### src/rtl/vefm_pkg.sv
// Shared types, constants and helpers for the voxel exposed face mask block.
package vefm_pkg;

  localparam int unsigned MAX_X   = 32;
  localparam int unsigned MAX_Y   = 32;
  localparam int unsigned MAX_Z   = 32;
  localparam int unsigned COORD_W = 5;
  localparam int unsigned SIZE_W  = 6;
  localparam int unsigned FACE_W  = 6;
  localparam int unsigned NUM_NBR = 6;
  localparam int unsigned NBR_W   = 3;
  localparam int unsigned CELLS   = MAX_X * MAX_Y * MAX_Z;
  localparam int unsigned ADDR_W  = $clog2(CELLS);
  localparam int unsigned WORD_W  = FACE_W + 1;
  localparam int unsigned CFG_IDX_W = 2;

  localparam logic [CFG_IDX_W-1:0] CFG_SIZE_X = 2'd0;
  localparam logic [CFG_IDX_W-1:0] CFG_SIZE_Y = 2'd1;
  localparam logic [CFG_IDX_W-1:0] CFG_SIZE_Z = 2'd2;

  localparam logic [SIZE_W-1:0] SIZE_RESET = 6'd32;

  localparam logic FUNC_INSERT = 1'b0;
  localparam logic FUNC_QUERY  = 1'b1;

  localparam logic [FACE_W-1:0] ALL_FACES = 6'h3f;

  typedef struct packed {
    logic               func;
    logic [COORD_W-1:0] x_coord;
    logic [COORD_W-1:0] y_coord;
    logic [COORD_W-1:0] z_coord;
  } vefm_in_t;

  typedef struct packed {
    logic              in_range;
    logic              occupied;
    logic [FACE_W-1:0] face_mask;
    logic              visible;
  } vefm_out_t;

  typedef struct packed {
    logic               func;
    logic [COORD_W-1:0] x;
    logic [COORD_W-1:0] y;
    logic [COORD_W-1:0] z;
    logic               in_range;
    logic [NUM_NBR-1:0] nbr_ok;
  } vefm_cmd_t;

  // Neighbor order: -x, +x, -y, +y, -z, +z.
  function automatic logic [FACE_W-1:0] own_bit(logic [NBR_W-1:0] k);
    return FACE_W'(6'b100000 >> k);
  endfunction

  function automatic logic [FACE_W-1:0] their_bit(logic [NBR_W-1:0] k);
    return own_bit(k ^ 3'd1);
  endfunction

  function automatic logic [ADDR_W-1:0] cell_addr(logic [COORD_W-1:0] x,
                                                  logic [COORD_W-1:0] y,
                                                  logic [COORD_W-1:0] z);
    return {z, y, x};
  endfunction

  function automatic logic [ADDR_W-1:0] nbr_addr(logic [COORD_W-1:0] x,
                                                 logic [COORD_W-1:0] y,
                                                 logic [COORD_W-1:0] z,
                                                 logic [NBR_W-1:0]   k);
    logic [COORD_W-1:0] nx;
    logic [COORD_W-1:0] ny;
    logic [COORD_W-1:0] nz;
    nx = x;
    ny = y;
    nz = z;
    case (k)
      3'd0:    nx = x - 5'd1;
      3'd1:    nx = x + 5'd1;
      3'd2:    ny = y - 5'd1;
      3'd3:    ny = y + 5'd1;
      3'd4:    nz = z - 5'd1;
      3'd5:    nz = z + 5'd1;
      default: nx = x;
    endcase
    return cell_addr(nx, ny, nz);
  endfunction

endpackage

### src/rtl/vefm_front.sv
// Front end: size registers, range and neighbor classification, two-entry command queue.
module vefm_front import vefm_pkg::*; (
  input  logic                 clk_i,
  input  logic                 rst_ni,
  input  logic                 start_i,
  input  vefm_in_t             cmd_i,
  input  logic                 hold_i,
  output logic                 busy_o,
  input  logic                 cfg_we_i,
  input  logic [CFG_IDX_W-1:0] cfg_index_i,
  input  logic [SIZE_W-1:0]    cfg_data_i,
  output logic                 q_valid_o,
  output vefm_cmd_t            q_item_o,
  input  logic                 q_pop_i
);

  logic [SIZE_W-1:0] size_x_q, size_y_q, size_z_q;
  logic [SIZE_W-1:0] lim_x, lim_y, lim_z;
  logic [SIZE_W-1:0] ext_x, ext_y, ext_z;
  vefm_cmd_t         cls;
  vefm_cmd_t         q_q [2];
  logic              wr_ptr_q, rd_ptr_q;
  logic [1:0]        cnt_q;
  logic              push;

  always_ff @(posedge clk_i or negedge rst_ni) begin
    if (!rst_ni) begin
      size_x_q <= SIZE_RESET;
      size_y_q <= SIZE_RESET;
      size_z_q <= SIZE_RESET;
    end else if (cfg_we_i) begin
      case (cfg_index_i)
        CFG_SIZE_X: size_x_q <= cfg_data_i;
        CFG_SIZE_Y: size_y_q <= cfg_data_i;
        CFG_SIZE_Z: size_z_q <= cfg_data_i;
        default:    ;
      endcase
    end
  end

  always_comb begin
    lim_x = (size_x_q < SIZE_W'(MAX_X)) ? size_x_q : SIZE_W'(MAX_X);
    lim_y = (size_y_q < SIZE_W'(MAX_Y)) ? size_y_q : SIZE_W'(MAX_Y);
    lim_z = (size_z_q < SIZE_W'(MAX_Z)) ? size_z_q : SIZE_W'(MAX_Z);
    ext_x = {1'b0, cmd_i.x_coord};
    ext_y = {1'b0, cmd_i.y_coord};
    ext_z = {1'b0, cmd_i.z_coord};
    cls.func      = cmd_i.func;
    cls.x         = cmd_i.x_coord;
    cls.y         = cmd_i.y_coord;
    cls.z         = cmd_i.z_coord;
    cls.in_range  = (ext_x < lim_x) && (ext_y < lim_y) && (ext_z < lim_z);
    cls.nbr_ok[0] = (cmd_i.x_coord != '0);
    cls.nbr_ok[1] = ((ext_x + 6'd1) < lim_x);
    cls.nbr_ok[2] = (cmd_i.y_coord != '0);
    cls.nbr_ok[3] = ((ext_y + 6'd1) < lim_y);
    cls.nbr_ok[4] = (cmd_i.z_coord != '0);
    cls.nbr_ok[5] = ((ext_z + 6'd1) < lim_z);
  end

  assign busy_o = hold_i || (cnt_q == 2'd2);
  assign push   = start_i && !busy_o;

  always_ff @(posedge clk_i) begin
    if (push) begin
      q_q[wr_ptr_q] <= cls;
    end
  end

  always_ff @(posedge clk_i or negedge rst_ni) begin
    if (!rst_ni) begin
      wr_ptr_q <= 1'b0;
      rd_ptr_q <= 1'b0;
      cnt_q    <= 2'd0;
    end else begin
      if (push) begin
        wr_ptr_q <= !wr_ptr_q;
      end
      if (q_pop_i) begin
        rd_ptr_q <= !rd_ptr_q;
      end
      cnt_q <= cnt_q + {1'b0, push} - {1'b0, q_pop_i};
    end
  end

  assign q_valid_o = (cnt_q != 2'd0);
  assign q_item_o  = q_q[rd_ptr_q];

endmodule

### config.mk
export PLATFORM = sky130hd
export DESIGN_NAME = vefm_front
export DESIGN_NICKNAME = d
export VERILOG_FILES = /design/src/rtl/vefm_pkg.sv /design/src/rtl/vefm_front.sv
export SDC_FILE = /design/constraint.sdc
export NUM_CORES = 1
export LEC_CHECK = 0
export BUFFER_PORTS_ARGS = -buffer_cell sky130_fd_sc_hd__buf_2
export CAP_MARGIN = 30
export CORE_MARGIN = 4
export CORE_UTILIZATION = 45
export CTS_CLUSTER_SIZE = 10
export DETAILED_ROUTE_END_ITERATION = 12
export PLACE_DENSITY = 0.77
export SLEW_MARGIN = 20
export SYNTH_ARGS = -nofsm -noshare
export SYNTH_HDL_FRONTEND = slang
export SYNTH_SLANG_ARGS = --single-unit
### constraint.sdc
create_clock -name clk_i -period 5.66 [get_ports clk_i]
set_input_delay 0.283 -clock clk_i [delete_from_list [all_inputs] [get_ports clk_i]]
set_output_delay 0.283 -clock clk_i [all_outputs]
set_load 0.005 [all_outputs]
== Yosys cells after proc, flatten, opt, wreduce, memory -nomap -nowiden ==
Memory sizes are Yosys's and may differ from the RTL's.
Cells that the tools add are included.
Widths: inputs -> output; s select.
Word-level totals
  register bits: 22
  memory bits (writable): 46
  input port bits: 30
  output and inout port bits: 25
  word-level logic and storage cells: 44
  memories: 1
Memories
  q_q: depth 2, bits a word 23, read ports 1, clocked after Yosys merged registers in 0, write ports 1, RTL line vefm_front.sv:21  | vefm_cmd_t q_q [2];
Operators by class
  $add $sub $neg: 5
  order comparisons: 9
  equality and inequality tests: 3
  muxes and demuxes: 5
  reductions and logical operators: 15
Operator list (count)
  $add 5x1->6 const B: 3
  $lt 5x6->1: 3
  $lt 6x6->1: 3
  $lt 6x6->1 const B: 3
  $mux 6: 3
  $reduce_bool 5->1: 3
  $reduce_and 2->1: 3
  $eq 2x2->1 const B: 2
  $logic_and 1x1->1: 3
  $logic_not 1->1: 3
  $add 2x1->2: 1
  $eq 2x1->1 const B: 1
  $logic_not 2->1: 1
  $mux 1: 2
  $reduce_bool 2->1: 1
  $sub 2x1->2: 1
  $logic_or 1x1->1: 1

== Logic depth before layout (Yosys ltp) ==
  depth after elaboration: 6
  mapped depth: 8
  mapped depth without buffers: 8

== Worst setup path before layout ==
No wires, ideal clock.
  path type: flip-flop to flip-flop
  from: register cnt_q[0]
  to: memory q_q[0][0] (netlist name), enable pin
  setup time: 0.403 ns
  arrival time: 1.683 ns
  required time: 5.257 ns
  setup slack: 3.574 ns
  stages on the path, launching flop included: 5
  path buffers: 0
  clock period less this slack: 2.086 ns
  path through: dfrtp_1 -> inv_1 -> a21oi_1 -> nand2_1 -> nor2_1
On the way
  cells in the longest elaborated chain, start to end: 6
RTL lines
  from (decl): RTL line vefm_front.sv:23  | logic [1:0] cnt_q;
  from (signal assigned): RTL line vefm_front.sv:82  | cnt_q <= cnt_q + {1'b0, push} - {1'b0, q_pop_i};
  $eq 2x2->1: RTL line vefm_front.sv:61  | assign busy_o = hold_i || (cnt_q == 2'd2);
  $logic_or 1x1->1: RTL line vefm_front.sv:61
  $logic_not 1->1: RTL line vefm_front.sv:62  | assign push = start_i && !busy_o;
  $logic_and 1x1->1: RTL line vefm_front.sv:62
  $mux 1: RTL line vefm_front.sv:65  | if (push) begin
  $mux 1 (implied by the code): RTL line vefm_front.sv:66  | q_q[wr_ptr_q] <= cls;
  to (decl): RTL line vefm_front.sv:21
Every way passes these cells.

==> impl_results.md <==
- Placed Cells: 402
- Relative slew slack: between 50% and 60%
- Number of distinct library cells after synthesis: 29
- Number of cells in the finished layout apart from fillers: between 400 and 500
- Maximum vdd drop: 0.133 mV
- Minimum clock period: 2.07 ns
- Count of max-cap constraint violations: 0
- Max-slew violation count: 0
- Top-level I/O count: 55
- Clock insertion delay at the later pin of the skew report: 0.35 ns
- Vias in the first global route: 2170
- Starting density of the core: 46.8%
- Number of buffers created by CTS: 9
- GRT Overall Usage: between 10% and 20%
- Total setup violations reported at the end of the flow: 0
- Final worst clock skew: 0.00756 ns
- Sequential area share after synthesis: 56.1%
- Count leader, synth: sky130_fd_sc_hd__edfxtp_1
- Yosys synthesis warning count: 0
- Share of the clock period used by the worst path: 36.7%
- Crit path launch type: register
- RSZ-0062 raised after global routing: no
- Proportion of layout cells with a drive suffix above 1: 38.1%
- CTS clock-pin slew for the worst setup and hold paths: ~0.070 ns
- Biggest area contributors in the synthesized netlist: sky130_fd_sc_hd__edfxtp_1 (40%), sky130_fd_sc_hd__dfrtp_1 (14%), sky130_fd_sc_hd__mux2_2 (13%)
- Cell types with the highest counts after synthesis: sky130_fd_sc_hd__edfxtp_1 (46), sky130_fd_sc_hd__mux2_2 (40), sky130_fd_sc_hd__ha_1 (35)
- Final setup slack of the worst path: 3.59 ns
- Detailed-route vias per instance: 5.26
- Area overhead of the layout relative to synthesis: 18.3%
- Top FF cell, synth: sky130_fd_sc_hd__edfxtp_1
- Post-detailed-route count of antenna-violating nets: 0
- Area inside the core boundary: 0.00737 mm2
- PnR Total Power: about 0.0015 W
- Total die area: 0.00913 mm2
- Run status: completed
- Detailed Routing Iterations Pass 1: 4
- Critical path peak fanout: 14
- Last weighted congestion value of the routability-driven placer: 0.862
- Proportion of synthesized flip-flops having asynchronous set or reset: roughly 32%
- Worst setup slack after placement: between 3 and 4 ns
- FILL cells: 653
- GRT overflow: 0
- Cell at the root of the clock tree: sky130_fd_sc_hd__clkbuf_8
- Summed instance area of the synthesized netlist: 0.00345 mm2
- Kind of capture point of the worst setup path: primary output
- Cell Pwr Density: 367 mW/mm2
- Residual DRC: 0
- Arrival @ worst endpoint: 1.79 ns
- TritonCTS clock tree: built
- Iteration-0 DRC Markers: 85
- Hold slack: 0.128 ns
- Maximum clock frequency: 0.482 GHz
- Number of buffers on the longest clock path: 2
- Final hold violation count: 0
- H-tree levels: 3
- Layout net count: 380
- Synth Instances: approximately 250
- Yosys reg bits: 68
- Final total negative setup slack: 0 ns
- Total vias in the final route: 2202
- Number of port buffers: 54
- CTS sink count: 68
- Required time of the critical path: 5.38 ns
- Antenna cell count: 0
- Type of the worst setup path: reg2out
- Avg WL per Cell: 15.6 um
- Post-DP HPWL: a little under 5 mm
- Pin count of the biggest net entering global routing: 23
- Avg Synthesized Cell Area: 13.8 um2
- Transition time at the pin with the least slew margin: 0.685 ns
- Number of synthesized flops with an enable pin: 46
- Chip height: 95.5 um
- LEAKAGE: 1.69 nW
- Wire length of the first global-routing pass: 10.7 mm
- Total wire length: 6.54 mm
- Path category of the worst min-delay check: in2reg
- Post-synthesis net count: between 300 and 400
- Largest area contributor in the netlist: sky130_fd_sc_hd__edfxtp_1
- Post-CTS Repair Setup Buffers: 0
- Die width: 95.5 um
- Proportion of netlist area held by the largest area contributor: 40.1%
- Number of core rows: 31
- Number of antenna violations at the first check in global routing: 0
[cell type report]
cell class | count | area, um2 | area share, %
Multi-Input combinational cell | 165 | 1450 | 35.6
Inverter | 13 | 48.8 | 1.20
Timing Repair Buffer | 58 | 325 | 7.98
Clock buffer | 10 | 128 | 3.13
Sequential cell | 68 | 1940 | 47.5
Clock inverter | 6 | 65.1 | 1.60
Tap cell | 99 | 124 | 3.04
[per-layer routing]
| layer | GRT usage [%] | vias to the layer above | part of all wire (%) |
|---|---|---|---|
| li1 | - | 1059 | - |
| met5 | 0 | - | 0 |
| met4 | 7.82 | 0 | 2.3 |
| met3 | 3.47 | 12 | 5.2 |
| met1 | 19.8 | 1081 | 42 |
| met2 | 25.4 | 50 | 50 |
[metrics by stage]
stage	util (%)	cell area [um2]
final	55.3	4080
after global routing	55.3	4080
after global placement	52.0	3830
after detailed placement	52.6	3880
after floorplan	-	3450
after CTS	55.3	4080
[cells in the final DEF, fill, tap and decap left out, types with 3 or more instances in the layout]
cell	synthesis	routed
sky130_fd_sc_hd__xor2_1	4	4
sky130_fd_sc_hd__ha_1	35	35
sky130_fd_sc_hd__dfrtp_1	19	19
sky130_fd_sc_hd__a21o_1	7	7
sky130_fd_sc_hd__nand2_1	16	16
sky130_fd_sc_hd__edfxtp_1	46	46
sky130_fd_sc_hd__mux2_2	40	40
sky130_fd_sc_hd__dfstp_2	3	3
sky130_fd_sc_hd__buf_8	0	3
sky130_fd_sc_hd__buf_2	2	54
sky130_fd_sc_hd__a21oi_1	11	11
sky130_fd_sc_hd__nand3b_1	5	5
sky130_fd_sc_hd__o21ai_0	4	4
sky130_fd_sc_hd__inv_1	13	13
sky130_fd_sc_hd__nand3_1	10	10
sky130_fd_sc_hd__or4b_2	3	3
sky130_fd_sc_hd__clkbuf_8	0	9
sky130_fd_sc_hd__nor3_1	3	3
sky130_fd_sc_hd__xnor2_1	9	9
[final timing paths]
check / from / end / slack, ns / cells past startpoint
max: rd_ptr_q / q_item_o[6] / 3.59 / 3
min: cmd_i[15] / q_q[1][22] / 0.13 / 1
max reg2reg: size_y_q[5] / q_q[0][6] / 3.76 / 7
min reg2reg: cnt_q[1] / cnt_q[1] / 0.49 / 1
max in group asynchronous: rst_ni / size_z_q[5] / 4.88 / 2
min in group asynchronous: rst_ni / size_x_q[2] / 0.42 / 2
[report_power, final]
group / leakage [nW] / switching (W) / internal [W]
Sequential: 0.670 / 0.0000544 / 0.000626
Clock: 0.0962 / 0.000186 / 0.000203
Combinational: 0.926 / 0.000199 / 0.000231
[registers in the layout, summed over array words and instances, names as in the netlist]
register and flops:
rd_ptr_q 1, size_x_q 6, size_y_q 6, q_q 46, wr_ptr_q 1, cnt_q 2, size_z_q 6
[cells by family (layout without fill, tap and decap cells)]
logic type / Yosys count / after routing / share of synthesized area [%]
buffers and inverters: 16 / 87 / 1.81
xor gates and xnor gates: 13 / 13 / 3.30
adders and majority gates: 35 / 35 / 12.7
AOI/OAI and AO/OA: 29 / 29 / 5.22
and+or+nand+nor: 48 / 48 / 7.77
DFF: 68 / 68 / 56.1
muxes: 40 / 40 / 13.1
[repair_timing]
| action | 4_1_cts | 5_1_grt |
|---|---|---|
| resized for setup | 0 | 0 |
| hold buffers | 1 | 0 |
| hold endpoints to repair | 19 | 0 |
[critical path: stages, from the launching register on]
cell and delay [ns]:
sky130_fd_sc_hd__dfrtp_1 0.73, sky130_fd_sc_hd__buf_8 0.23, sky130_fd_sc_hd__mux2_2 0.35, sky130_fd_sc_hd__buf_2 0.13
(Power assumes the default switching activity.)
